## src/sv/twdb_pkg.sv

```systemverilog
// Package for the two-wire debug bit engine.
// Holds command codes, register indexes, field widths and the structs that
// pass between the configuration block, the sequencer and the top level.
package twdb_pkg;

	// Field widths fixed by the item format
	localparam int FUNC_W = 3;
	localparam int DATA_W = 32;
	localparam int CNT_W  = 6;
	localparam int DIV_W  = 16;

	// Command codes; codes above FUNC_SHIFT_IN act as plain ticks
	typedef enum logic [FUNC_W-1:0] {
		FUNC_TICK      = 3'd0,
		FUNC_START     = 3'd1,
		FUNC_STOP      = 3'd2,
		FUNC_SHIFT_OUT = 3'd3,
		FUNC_SHIFT_IN  = 3'd4
	} func_t;

	// Register indexes on the APB port (byte address = 4 * index)
	localparam logic [0:0] REG_CLOCK_DIVIDER = 1'b0;
	localparam logic [0:0] REG_FAST_MODE     = 1'b1;

	// Configuration seen by the sequencer
	typedef struct packed {
		logic [DIV_W-1:0] clock_divider;
		logic             fast_mode;
	} cfg_t;

	// One result word
	typedef struct packed {
		logic              clk_level;
		logic              dio_level;
		logic              dio_drive;
		logic              busy_res;
		logic              done_res;
		logic [DATA_W-1:0] read_value;
		logic              rejected;
	} res_t;

endpackage

```

## src/sv/twdb_cmd_if.sv

```systemverilog
// Command channel of the two-wire debug bit engine: valid/ready plus one
// command word. Depends on twdb_pkg for field widths.
interface twdb_cmd_if;
	logic                           valid;
	logic                           ready;
	logic [twdb_pkg::FUNC_W-1:0]    func;
	logic [twdb_pkg::DATA_W-1:0]    out_bits;
	logic [twdb_pkg::CNT_W-1:0]     bit_count;
	logic                           dio_in;

	modport source (output valid, func, out_bits, bit_count, dio_in, input ready);
	modport sink   (input valid, func, out_bits, bit_count, dio_in, output ready);
endinterface

```

## src/sv/twdb_res_if.sv

```systemverilog
// Result channel of the two-wire debug bit engine: valid/ready plus one
// result word. Depends on twdb_pkg for field widths.
interface twdb_res_if;
	logic                           valid;
	logic                           ready;
	logic                           clk_level;
	logic                           dio_level;
	logic                           dio_drive;
	logic                           busy_res;
	logic                           done_res;
	logic [twdb_pkg::DATA_W-1:0]    read_value;
	logic                           rejected;

	modport source (output valid, clk_level, dio_level, dio_drive, busy_res, done_res,
		read_value, rejected, input ready);
	modport sink   (input valid, clk_level, dio_level, dio_drive, busy_res, done_res,
		read_value, rejected, output ready);
endinterface

```

## src/sv/twdb_cfg.sv

```systemverilog
// APB register block of the two-wire debug bit engine: clock divider and
// fast mode. Depends on twdb_pkg for register indexes and the cfg_t struct.
module twdb_cfg (
	input  logic                        clk,
	input  logic                        arst_n,
	input  logic                        psel,
	input  logic                        penable,
	input  logic                        pwrite,
	input  logic [2:0]                  paddr,
	input  logic [31:0]                 pwdata,
	output logic [31:0]                 prdata,
	output logic                        pready,
	output twdb_pkg::cfg_t              cfg
);

	logic [twdb_pkg::DIV_W-1:0] div_q;
	logic                       fast_q;
	logic                       wr_en;

	assign pready = 1'b1;
	assign wr_en  = psel & penable & pwrite;

	// Register writes in the access phase
	always_ff @(posedge clk or negedge arst_n) begin
		if (!arst_n) begin
			div_q  <= '0;
			fast_q <= 1'b0;
		end else if (wr_en) begin
			case (paddr[2])
				twdb_pkg::REG_CLOCK_DIVIDER: div_q  <= pwdata[twdb_pkg::DIV_W-1:0];
				twdb_pkg::REG_FAST_MODE:     fast_q <= pwdata[0];
				default: ;
			endcase
		end
	end

	// Read-back
	always_comb begin
		case (paddr[2])
			twdb_pkg::REG_CLOCK_DIVIDER: prdata = {{(32-twdb_pkg::DIV_W){1'b0}}, div_q};
			twdb_pkg::REG_FAST_MODE:     prdata = {31'b0, fast_q};
			default:                     prdata = '0;
		endcase
	end

	assign cfg.clock_divider = div_q;
	assign cfg.fast_mode     = fast_q;

endmodule

```

## src/sv/twdb_seq.sv

```systemverilog
// Pin sequencer of the two-wire debug bit engine: phase, hold counter, shift
// registers and line levels, advanced by one word per step. Depends on twdb_pkg.
module twdb_seq #(
	parameter int MAX_BITS = 32
) (
	input  logic                         clk,
	input  logic                         arst_n,
	input  logic                         step,
	input  logic [twdb_pkg::FUNC_W-1:0]  func,
	input  logic [twdb_pkg::DATA_W-1:0]  out_bits,
	input  logic [twdb_pkg::CNT_W-1:0]   bit_count,
	input  logic                         dio_in,
	input  twdb_pkg::cfg_t               cfg,
	output twdb_pkg::res_t               res
);

	localparam int BL_W = $clog2(MAX_BITS + 1);

	typedef enum logic [3:0] {
		PH_IDLE, PH_START_IDLE, PH_START_LOW, PH_STOP_SETUP, PH_STOP_HIGH,
		PH_STOP_RISE, PH_OUT_LOW, PH_OUT_HIGH, PH_IN_LOW, PH_IN_HIGH
	} phase_t;

	phase_t                      phase_q, phase_n, enter_ph;
	logic [twdb_pkg::DIV_W-1:0]  hold_q, hold_n, reload;
	logic [BL_W-1:0]             bits_q, bits_n, count_sat;
	logic [MAX_BITS-1:0]         send_q, send_n, gather_q, gather_n, send_sh;
	logic                        clk_q, clk_n, dat_q, dat_n, drv_q, drv_n;
	logic                        do_enter, is_cmd, final_lvl;

	assign reload    = cfg.fast_mode ? '0 : cfg.clock_divider;
	assign is_cmd    = (func == twdb_pkg::FUNC_START) || (func == twdb_pkg::FUNC_STOP) ||
		(func == twdb_pkg::FUNC_SHIFT_OUT) || (func == twdb_pkg::FUNC_SHIFT_IN);
	assign count_sat = (32'(bit_count) > MAX_BITS) ? BL_W'(MAX_BITS) : BL_W'(bit_count);

	// Next state and result for one word
	always_comb begin
		phase_n  = phase_q;
		hold_n   = hold_q;
		bits_n   = bits_q;
		send_n   = send_q;
		gather_n = gather_q;
		clk_n    = clk_q;
		dat_n    = dat_q;
		drv_n    = drv_q;
		do_enter = 1'b0;
		enter_ph = PH_IDLE;
		send_sh  = '0;
		final_lvl = 1'b0;
		res      = '0;

		if (phase_q != PH_IDLE) begin
			res.rejected = is_cmd;
			if (hold_q != '0) begin
				hold_n = hold_q - twdb_pkg::DIV_W'(1);
			end else begin
				case (phase_q)
					PH_START_IDLE: begin do_enter = 1'b1; enter_ph = PH_START_LOW; end
					PH_STOP_SETUP: begin do_enter = 1'b1; enter_ph = PH_STOP_HIGH; end
					PH_STOP_HIGH:  begin do_enter = 1'b1; enter_ph = PH_STOP_RISE; end
					PH_OUT_LOW:    begin do_enter = 1'b1; enter_ph = PH_OUT_HIGH;  end
					PH_OUT_HIGH:   begin do_enter = 1'b1; enter_ph = PH_OUT_LOW;   end
					PH_IN_LOW:     begin do_enter = 1'b1; enter_ph = PH_IN_HIGH;   end
					PH_IN_HIGH:    begin do_enter = 1'b1; enter_ph = PH_IN_LOW;    end
					default:       phase_n = PH_IDLE;
				endcase
			end
		end else begin
			case (func)
				twdb_pkg::FUNC_START: begin do_enter = 1'b1; enter_ph = PH_START_IDLE; end
				twdb_pkg::FUNC_STOP:  begin do_enter = 1'b1; enter_ph = PH_STOP_SETUP; end
				twdb_pkg::FUNC_SHIFT_OUT: begin
					drv_n  = 1'b1;
					send_n = MAX_BITS'(out_bits);
					bits_n = count_sat;
					if (count_sat == '0) res.done_res = 1'b1;
					else begin do_enter = 1'b1; enter_ph = PH_OUT_LOW; end
				end
				twdb_pkg::FUNC_SHIFT_IN: begin
					drv_n    = 1'b0;
					gather_n = '0;
					bits_n   = count_sat;
					if (count_sat == '0) res.done_res = 1'b1;
					else begin do_enter = 1'b1; enter_ph = PH_IN_LOW; end
				end
				default: ;
			endcase
		end

		// Entering a level: reload the hold (cleared for the stop rise) and set the lines
		if (do_enter) begin
			phase_n = enter_ph;
			hold_n  = reload;
			case (enter_ph)
				PH_START_IDLE: begin drv_n = 1'b1; dat_n = 1'b1; clk_n = 1'b1; end
				PH_START_LOW:  dat_n = 1'b0;
				PH_STOP_SETUP: begin clk_n = 1'b0; drv_n = 1'b1; dat_n = 1'b0; end
				PH_STOP_HIGH:  clk_n = 1'b1;
				PH_STOP_RISE:  begin dat_n = 1'b1; hold_n = '0; end
				PH_OUT_LOW: begin
					clk_n   = 1'b0;
					send_sh = send_n >> (bits_n - BL_W'(1));
					if (bits_n != '0) dat_n = send_sh[0];
				end
				PH_OUT_HIGH: begin
					clk_n = 1'b1;
					if (bits_n != '0) bits_n = bits_n - BL_W'(1);
				end
				PH_IN_LOW: clk_n = 1'b0;
				PH_IN_HIGH: begin
					clk_n    = 1'b1;
					gather_n = (gather_n << 1) | MAX_BITS'(dio_in);
					if (bits_n != '0) bits_n = bits_n - BL_W'(1);
				end
				default: ;
			endcase
		end

		// Last level of a command finishing on this tick
		if (phase_q != PH_IDLE) begin
			final_lvl = (phase_n == PH_START_LOW) || (phase_n == PH_STOP_RISE) ||
				(((phase_n == PH_OUT_HIGH) || (phase_n == PH_IN_HIGH)) && (bits_n == '0));
			if (final_lvl && (hold_n == '0)) begin
				res.done_res = 1'b1;
				if (phase_n == PH_IN_HIGH) res.read_value = twdb_pkg::DATA_W'(gather_n);
				phase_n = PH_IDLE;
			end
		end

		res.clk_level = clk_n;
		res.dio_level = dat_n;
		res.dio_drive = drv_n;
		res.busy_res  = (phase_n != PH_IDLE);
	end

	// State registers
	always_ff @(posedge clk or negedge arst_n) begin
		if (!arst_n) begin
			phase_q  <= PH_IDLE;
			hold_q   <= '0;
			bits_q   <= '0;
			send_q   <= '0;
			gather_q <= '0;
			clk_q    <= 1'b1;
			dat_q    <= 1'b1;
			drv_q    <= 1'b0;
		end else if (step) begin
			phase_q  <= phase_n;
			hold_q   <= hold_n;
			bits_q   <= bits_n;
			send_q   <= send_n;
			gather_q <= gather_n;
			clk_q    <= clk_n;
			dat_q    <= dat_n;
			drv_q    <= drv_n;
		end
	end

endmodule

```

## src/sv/two_wire_debug_bit_engine.sv

```systemverilog
// Two-wire debug bit engine: clock and data line sequencer, one tick per word.
// Words pass the input and result registers; a result not taken holds both.
// One word per cycle otherwise; the sequencer state advances in a single pass.
// Reset (arst_n low): clock and data lines idle high, data floating, idle phase,
// registers cleared; pipeline and result register empty.
module two_wire_debug_bit_engine #(
	parameter int MAX_BITS = 32
) (
	input  logic          clk,
	input  logic          arst_n,
	input  logic          psel,
	input  logic          penable,
	input  logic          pwrite,
	input  logic [2:0]    paddr,
	input  logic [31:0]   pwdata,
	output logic [31:0]   prdata,
	output logic          pready,
	twdb_cmd_if.sink      cmd,
	twdb_res_if.source    res
);

	twdb_pkg::cfg_t                cfg;
	twdb_pkg::res_t                step_res, res_q;
	logic                          valid_s1, res_valid_q, advance, step;
	logic [twdb_pkg::FUNC_W-1:0]   func_s1;
	logic [twdb_pkg::DATA_W-1:0]   out_bits_s1;
	logic [twdb_pkg::CNT_W-1:0]    bit_count_s1;
	logic                          dio_s1;

	twdb_cfg u_cfg (
		.clk, .arst_n, .psel, .penable, .pwrite, .paddr, .pwdata,
		.prdata, .pready, .cfg
	);

	// Flow control: the input register moves on whenever the result slot frees
	assign advance   = !res_valid_q || res.ready;
	assign cmd.ready = !valid_s1 || advance;
	assign step      = valid_s1 && advance;

	// Input register
	always_ff @(posedge clk or negedge arst_n) begin
		if (!arst_n) valid_s1 <= 1'b0;
		else if (cmd.ready) valid_s1 <= cmd.valid;
	end

	always_ff @(posedge clk) begin
		if (cmd.valid && cmd.ready) begin
			func_s1      <= cmd.func;
			out_bits_s1  <= cmd.out_bits;
			bit_count_s1 <= cmd.bit_count;
			dio_s1       <= cmd.dio_in;
		end
	end

	twdb_seq #(.MAX_BITS(MAX_BITS)) u_seq (
		.clk, .arst_n, .step,
		.func(func_s1), .out_bits(out_bits_s1), .bit_count(bit_count_s1),
		.dio_in(dio_s1), .cfg, .res(step_res)
	);

	// Result register
	always_ff @(posedge clk or negedge arst_n) begin
		if (!arst_n) res_valid_q <= 1'b0;
		else if (advance) res_valid_q <= valid_s1;
	end

	always_ff @(posedge clk) begin
		if (step) res_q <= step_res;
	end

	assign res.valid      = res_valid_q;
	assign res.clk_level  = res_q.clk_level;
	assign res.dio_level  = res_q.dio_level;
	assign res.dio_drive  = res_q.dio_drive;
	assign res.busy_res   = res_q.busy_res;
	assign res.done_res   = res_q.done_res;
	assign res.read_value = res_q.read_value;
	assign res.rejected   = res_q.rejected;

`ifndef SYNTHESIS
	// A finished command never reports busy in the same word
	a_done_not_busy: assert property (@(posedge clk) disable iff (!arst_n)
		res_valid_q |-> !(res_q.done_res && res_q.busy_res))
		else $error("done and busy together");

	// Gathered bits only appear on a done word
	a_read_on_done: assert property (@(posedge clk) disable iff (!arst_n)
		(res_valid_q && (res_q.read_value != '0)) |-> res_q.done_res)
		else $error("read value without done");

	// The input side only stalls when both stages are full
	a_stall_full: assert property (@(posedge clk) disable iff (!arst_n)
		!cmd.ready |-> (valid_s1 && res_valid_q && !res.ready))
		else $error("input stalled with room in the pipeline");
`endif

endmodule
```

## src/flat_wrapper.sv

```systemverilog
// flat-port wrapper written by rule: the top's interface ports become plain ports
module two_wire_debug_bit_engine_flat 
#(
	parameter int MAX_BITS = 32
)
  (clk, arst_n, psel, penable, pwrite, paddr, pwdata, prdata, pready, cmd_valid, cmd_func, cmd_out_bits, cmd_bit_count, cmd_dio_in, cmd_ready, res_valid, res_clk_level, res_dio_level, res_dio_drive, res_busy_res, res_done_res, res_read_value, res_rejected, res_ready);
  twdb_cmd_if cmd_i ();
  twdb_res_if res_i ();
  input  logic clk;
  input  logic arst_n;
  input  logic psel;
  input  logic penable;
  input  logic pwrite;
  input  logic [2:0] paddr;
  input  logic [31:0] pwdata;
  output logic [31:0] prdata;
  output logic pready;
  input wire logic [$bits(cmd_i.valid)-1:0] cmd_valid;
  input wire logic [$bits(cmd_i.func)-1:0] cmd_func;
  input wire logic [$bits(cmd_i.out_bits)-1:0] cmd_out_bits;
  input wire logic [$bits(cmd_i.bit_count)-1:0] cmd_bit_count;
  input wire logic [$bits(cmd_i.dio_in)-1:0] cmd_dio_in;
  output wire logic [$bits(cmd_i.ready)-1:0] cmd_ready;
  output wire logic [$bits(res_i.valid)-1:0] res_valid;
  output wire logic [$bits(res_i.clk_level)-1:0] res_clk_level;
  output wire logic [$bits(res_i.dio_level)-1:0] res_dio_level;
  output wire logic [$bits(res_i.dio_drive)-1:0] res_dio_drive;
  output wire logic [$bits(res_i.busy_res)-1:0] res_busy_res;
  output wire logic [$bits(res_i.done_res)-1:0] res_done_res;
  output wire logic [$bits(res_i.read_value)-1:0] res_read_value;
  output wire logic [$bits(res_i.rejected)-1:0] res_rejected;
  input wire logic [$bits(res_i.ready)-1:0] res_ready;
  assign cmd_i.valid = cmd_valid;
  assign cmd_i.func = cmd_func;
  assign cmd_i.out_bits = cmd_out_bits;
  assign cmd_i.bit_count = cmd_bit_count;
  assign cmd_i.dio_in = cmd_dio_in;
  assign cmd_ready = cmd_i.ready;
  assign res_valid = res_i.valid;
  assign res_clk_level = res_i.clk_level;
  assign res_dio_level = res_i.dio_level;
  assign res_dio_drive = res_i.dio_drive;
  assign res_busy_res = res_i.busy_res;
  assign res_done_res = res_i.done_res;
  assign res_read_value = res_i.read_value;
  assign res_rejected = res_i.rejected;
  assign res_i.ready = res_ready;
  two_wire_debug_bit_engine #(.MAX_BITS(MAX_BITS)) u_core (.clk(clk), .arst_n(arst_n), .psel(psel), .penable(penable), .pwrite(pwrite), .paddr(paddr), .pwdata(pwdata), .prdata(prdata), .pready(pready), .cmd(cmd_i), .res(res_i));
endmodule
```

## config.mk

```make
export PLATFORM = sky130hd
export DESIGN_NAME = two_wire_debug_bit_engine_flat
export DESIGN_NICKNAME = d
export VERILOG_FILES = /design/src/sv/twdb_pkg.sv /design/src/sv/twdb_cmd_if.sv /design/src/sv/twdb_res_if.sv /design/src/sv/twdb_cfg.sv /design/src/sv/twdb_seq.sv /design/src/sv/two_wire_debug_bit_engine.sv /design/src/flat_wrapper.sv
export SDC_FILE = /design/constraint.sdc
export NUM_CORES = 1
export LEC_CHECK = 0
export ABC_AREA = 1
export BUFFER_PORTS_ARGS = -buffer_cell sky130_fd_sc_hd__buf_2
export CORE_ASPECT_RATIO = 0.75
export CORE_MARGIN = 3
export CORE_UTILIZATION = 56
export DETAILED_ROUTE_END_ITERATION = 6
export HOLD_SLACK_MARGIN = 0.12
export PLACE_DENSITY_LB_ADDON = 0.12
export SETUP_SLACK_MARGIN = 0.05
export SYNTH_ARGS = -nofsm -noshare
export SYNTH_HDL_FRONTEND = slang
export SYNTH_SLANG_ARGS = --single-unit
```

## constraint.sdc

```tcl
create_clock -name clk -period 7.05 [get_ports clk]
set_input_delay 0.705 -clock clk [delete_from_list [all_inputs] [get_ports clk]]
set_output_delay 0.705 -clock clk [all_outputs]
set_load 0.01 [all_outputs]
```

# Yosys cells after proc, flatten, opt, wreduce, memory -nomap -nowiden
# Cells that the tools add are included.
# totals
register_bits	192
input_bits	84
output_inout_bits	73
# op_classes
addsub	2
order_cmp	1
eq_ne	24
shifts	1
muxes	50
bitwise_logic	4
reduce_logical	33
# op_table
operator	count
32-bit two-way mux	7
16-bit two-way mux	5
33-bit two-way mux	2
32-bit one-hot mux with 2 select lines	1
4-bit by 3-bit == test with 1-bit output, second input constant	9
4-bit two-way mux	9
6-bit two-way mux	6
32-bit by 1-bit bitwise OR with 32-bit output	1
32-bit by 6-bit right shift with 1-bit output	1
4-bit one-hot mux with 7 select lines	1
4-bit == test, second input constant	5
4-bit by 2-bit == test with 1-bit output, second input constant	4
16-bit logical NOT	1
4-bit one-hot mux with 4 select lines	1
16-bit nonzero test	1
16-bit by 1-bit subtractor with 16-bit output, second input constant	1
1-bit two-way mux	13
6-bit logical NOT	2
2-bit OR reduction	6
4-bit by 1-bit == test with 1-bit output, second input constant	2
1-bit logical OR	8
4-bit nonzero test	2
7-bit OR reduction	1
3-bit by 2-bit == test with 1-bit output, second input constant	2
16 further kinds	24

# Depth between registers and ports, before layout
# depth
depth_word	17
mapped_depth	23

# Cells and area by module
# A second synthesis with hierarchy kept.
# hier_totals
cells_unflattened	1394
area_unflattened_um2	10928.0
# modules_own_cells
mod	instances	cells_per_inst	area_per_inst_um2
twdb_seq	1	1170	7400.8
two_wire_debug_bit_engine	1	92	2497.4
twdb_cfg	1	132	1029.7

# Least setup slack after synthesis
# Ideal clock, no wire load.
# synth_path
path_kind	flip-flop to flip-flop
from	reg u_core.func_s1[0] in the netlist's numbering
to	reg u_core.res_q (netlist bit u_core.res.busy_res) (data pin)
setup_time_ns	0.258
arrival_ns	2.786
t_required_ns	6.792
slack_ns	4.006
stages_incl_launch_ff	20
period_less_slack_ns	3.044
cell_sequence	edfxtp_1 -> nor2_1 -> nand2_2 -> nor2_4 -> nor2_1 -> nand2_1 -> nand2_1 -> buf_2 -> buf_2 -> ha_1 -> clkbuf_1 -> nand3_1 -> nand2_1 -> nand3_1 -> nor2_1 -> nand2_1 -> nand2_1 -> nand2_1 -> o21ai_0 -> nand2_1
# synth_rtl
item	line	source
from (decl)	two_wire_debug_bit_engine.sv:25	logic [twdb_pkg::FUNC_W-1:0] func_s1;
from (signal assigned)	two_wire_debug_bit_engine.sv:48	func_s1 <= cmd.func;
to (signal assigned)	two_wire_debug_bit_engine.sv:68	if (step) res_q <= step_res;
to (decl)	two_wire_debug_bit_engine.sv:23	twdb_pkg::res_t step_res, res_q;

# Final worst setup path
# layout_path
from	reg u_core.u_seq.phase_q[3]
to	reg u_core.res_q (netlist bit u_core.res.read_value[28]) (data pin)
# layout_between
elab_chain_cells	13
# layout_rtl
item	line	source
from (decl)	twdb_seq.sv:24	phase_t phase_q, phase_n, enter_ph;
from (signal assigned)	twdb_seq.sv:148	phase_q <= phase_n;
4-bit == test, or another cell as far along	twdb_seq.sv:57	case (phase_q)
4-bit one-hot mux with 7 select lines	twdb_seq.sv:57	
4-bit two-way mux	twdb_seq.sv:54	if (hold_q != '0) begin
4-bit two-way mux	twdb_seq.sv:52	if (phase_q != PH_IDLE) begin
4-bit == test or 4-bit by 3-bit == test with 1-bit output (tied branches)	twdb_seq.sv:94	case (enter_ph)
2-bit OR reduction (no source line)	-	
6-bit two-way mux	-	
6-bit two-way mux	twdb_seq.sv:91	if (do_enter) begin
6-bit logical NOT	twdb_seq.sv:122	(((phase_n == PH_OUT_HIGH) || (phase_n == PH_IN_HIGH)) && (bits_n == '0));
1-bit logical AND	twdb_seq.sv:122	
1-bit logical OR	twdb_seq.sv:121	final_lvl = (phase_n == PH_START_LOW) || (phase_n == PH_STOP_RISE) ||
1-bit logical AND	twdb_seq.sv:123	if (final_lvl && (hold_n == '0)) begin
3-bit AND reduction (no source line)	-	
# Several ways; a longest one is shown, not always the timed one.
# A chain may end at the register's enable or synchronous reset.

==> flow_summary_export.csv <==
group,metric,value,unit
setup_path,critPathCaptureType,"flop",
run_status,outcome,"finished, final reports clean",
pwr,totalPowerFinal,0.00428,W
clock_network,cts_setup_buffers,0,
grt,grt_pass1_wl,38.1,mm
sta,hold_ws,0.351,ns
routing,first_pass_iters,6,
clock_network,cts_tree,"built",
pwr,ir_worst_vdd,0.192,mV
routing,num_vias,8563,
hold_path,hp-class,"primary input to async pin",
clock_network,htreeDepth,4,
synthesis,yosys-top-cells-count,"366 x nand2_1, 129 x nor2_1, 110 x dfrtp_1",
grt,antenna_found_initial,0,
setup_path,timing.rr.start,"u_core.u_seq.phase_q[3]$_DFFE_PN0P_",
synthesis,async_flop_share,58.3,%
synthesis,seq_area_frac_synth,50.1,%
sta,rsz0062_at_grt,"no",
clock_network,numClockSinks,192,
placement,gp_congestion,0.917,
routing,post-route-drc-count,0,
grt,grt_pass1_vias,7762,
synthesis,yosysTopAreaCell,"dfrtp_1",
pwr,clockPowerShare,23.4,%
placement,hpwl,15.5,mm
synthesis,syn_area,10400,um^2
layout,nets,1433,
setup_path,r2r_cells,20,
clock_network,path_clk_slew,0.08,ns
layout,stdcell_count,1600,
setup_path,crit_fanout,34,
setup_path,start_kind,"flop",
synthesis,synth_edf_count,80,
pwr,p_sw_share,43.0,%
grt,grt_remaining_overflow,0,
clock_network,cts_repair_resize_count,0,
sta,hold_viol,0,
routing,wl_per_cell,14.5,um
die,initial_core_util,58.0,%
sta,slew_headroom,23.5,%
routing,vias_per_cell,5.35,
layout,area_growth,11.6,%
sta,finalSetupTns,0,ns
setup_path,criticalPathCategory,"flop to flop",
setup_path,required,7.32,ns
sta,worst_pin_slew,1.14,ns
clock_network,cts-buffers-inserted,17,
synthesis,postSynthCellCount,1259,
clock_network,clk_latency,0.45,ns
synthesis,yosysMostFrequentCell,"nand2_1",
die,die_h,124,um
sta,fmax,0.193,GHz
pwr,power_frac_comb,40.4,%
synthesis,ys_top_cells_by_area,"dfrtp_1 26%, edfxtp_1 23%, nand2_1 13%",
die,core_area,17900,um^2
clock_network,cts_buffer_depth,2,
synthesis,syn_area_per_cell,8.26,um^2
die,die-width,163,um
setup_path,reg2reg_slack,1.86,ns
layout,antenna_cells,0,
synthesis,yosys.area.top_type_share,26.5,%
layout,fillCellCount,1534,
synthesis,ys_warn_count,0,
grt,grt_max_degree,104,
pwr,leakage,5.20,nW
die,rows,42,
routing,drt-total-wl,23.1,mm
sta,finalSetupViolCount,0,
die,die-area,20300,um^2
sta,post-route-min-period,5.19,ns
run,maxCapViolCount,0,
pwr,p_int,0.00244,W
synthesis,synth.distinct_cells,40,
setup_path,r2r-end,"u_core.res.read_value[28]$_SDFFCE_PN0P_",
synthesis,ys_ff_latch,192,
clock_network,root_buffer,"clkbuf_16",
sta,post-route-period-util,73.6,%
placement,placed_cells,1568,
layout,layout-drive-gt1-share,17.5,%
pwr,p_switching,0.00184,W
sta,finalClockSkew,0.0135,ns
pwr,power_density,369,nW/um^2
pwr,p_seq_share,36.2,%
setup_path,arrival,5.45,ns
layout,final_util,64.8,%
clock_network,hold_buffers,0,
sta,drv_slew,0,
placement,portBuffers,121,
routing,drtIter0Drc,884,
synthesis,synthFlopType,"dfrtp_1",
grt,grt_use_total,23.3,%
routing,antenna_left,0,
die,io_pins,157,
-- worst max-delay path: stages, from the launching register on --
cell	delay, ns
dfrtp_1	0.46
nor2_4	0.16
nand2_4	0.25
inv_2	0.37
nand2_2	0.48
nand2_2	0.30
nand2_1	0.08
nand2_1	0.58
ha_1	0.27
nand3_1	0.07
nor2_1	0.12
nand2_2	0.12
nand2_1	0.13
nand2_1	0.06
nand2_1	0.12
nand3_1	0.09
nor2_1	0.10
nand2_1	0.09
nand2_1	0.14
nand3b_4	0.70
nor2_1	0.30
-- how the worst max path moves through the flow --
stage                                         endpoint                           startpoint  slack (ns)  cells after the start
2_1_floorplan            u_core.res.busy_res$_DFFE_PP_          u_core.func_s1[0]$_DFFE_PP_        4.01                     19
3_3_place_gp   u_core.res.read_value[28]$_SDFFCE_PN0P_  u_core.u_seq.phase_q[3]$_DFFE_PN0P_        1.99                     20
3_5_place_dp   u_core.res.read_value[18]$_SDFFCE_PN0P_  u_core.u_seq.phase_q[3]$_DFFE_PN0P_        1.90                     20
4_1_cts        u_core.res.read_value[28]$_SDFFCE_PN0P_  u_core.u_seq.phase_q[3]$_DFFE_PN0P_        1.85                     20
5_1_grt        u_core.res.read_value[28]$_SDFFCE_PN0P_  u_core.u_seq.phase_q[1]$_DFFE_PN0P_        1.30                     20
6_report       u_core.res.read_value[28]$_SDFFCE_PN0P_  u_core.u_seq.phase_q[3]$_DFFE_PN0P_        1.86                     20
-- area by class of cell --
class	count	area [um^2]	area share, %
sequential	192	5210	44.8
clock inverter	15	201	1.73
tap	242	303	2.61
multi-input combinational	900	4420	38.1
timing repair buffer	125	638	5.50
inverter	109	412	3.55
clock buffer	17	425	3.66
-- stage by stage --
| stage | area (um^2) | setup slack, ns |
|---|---|---|
| final | 11600 | 1.86 |
| after global routing | 11600 | 1.30 |
| after CTS | 11600 | 1.85 |
| after global placement | 11000 | 1.99 |
| after detailed placement | 11000 | 1.90 |
| after floorplan | 10500 | 4.01 |
-- sequential cells by signal, summed over array words and instances (netlist names), 3 cells and up --
register	cells
u_core.out_bits_s1	32
u_core.res.read_value	32
u_core.u_seq.gather_q	32
u_core.u_seq.send_q	32
u_core.u_cfg.div_q	16
u_core.u_seq.hold_q	16
u_core.bit_count_s1	6
u_core.u_seq.bits_q	6
u_core.u_seq.phase_q	4
u_core.func_s1	3
-- metal layers --
metal	GRT usage [%]	up-vias	part of all wire, %
met1	33.6	3976	46
li1	-	4276	-
met5	0	-	0
met3	3.76	32	6.1
met4	6.55	0	1.9
met2	37.1	279	46
-- placed cells by master, fill, tap and decap left out, types with 14 or more instances in the layout --
cell | netlist | routed
a31oi_1 | 69 | 69
a21oi_1 | 18 | 18
inv_1 | 103 | 103
nand3_1 | 90 | 90
nor2_4 | 41 | 41
buf_2 | 8 | 120
nand2_2 | 13 | 14
clkbuf_16 | 0 | 17
conb_1 | 2 | 17
nor3_1 | 32 | 32
nand2_1 | 366 | 365
dfrtp_1 | 110 | 110
nor2_1 | 129 | 129
o21ai_0 | 72 | 72
edfxtp_1 | 80 | 80
-- kinds of logic (layout without fill, tap and decap cells) --
group,after synthesis,in the layout,share of synthesized area [%]
AOI/OAI and AO/OA,173,173,9.44
xor gates and xnor gates,11,11,0.926
adders and majority gates,4,4,0.481
buffers and inverters,182,266,7.96
DFF,192,192,50.1
other,2,17,0.0722
and+or+nand+nor,695,695,31.0
-- power groups by stage --
stage	Clock, W	Combinational, W	Sequential, W
finish	0.00100	0.00173	0.00155
global route	0.00106	0.00200	0.00158
CTS	0.00102	0.00172	0.00155
detailed placement	0	0.00171	0.00157
global placement	0	0.00168	0.00156
floorplan	0	0.00134	0.00155
(Power assumes the default switching activity.)
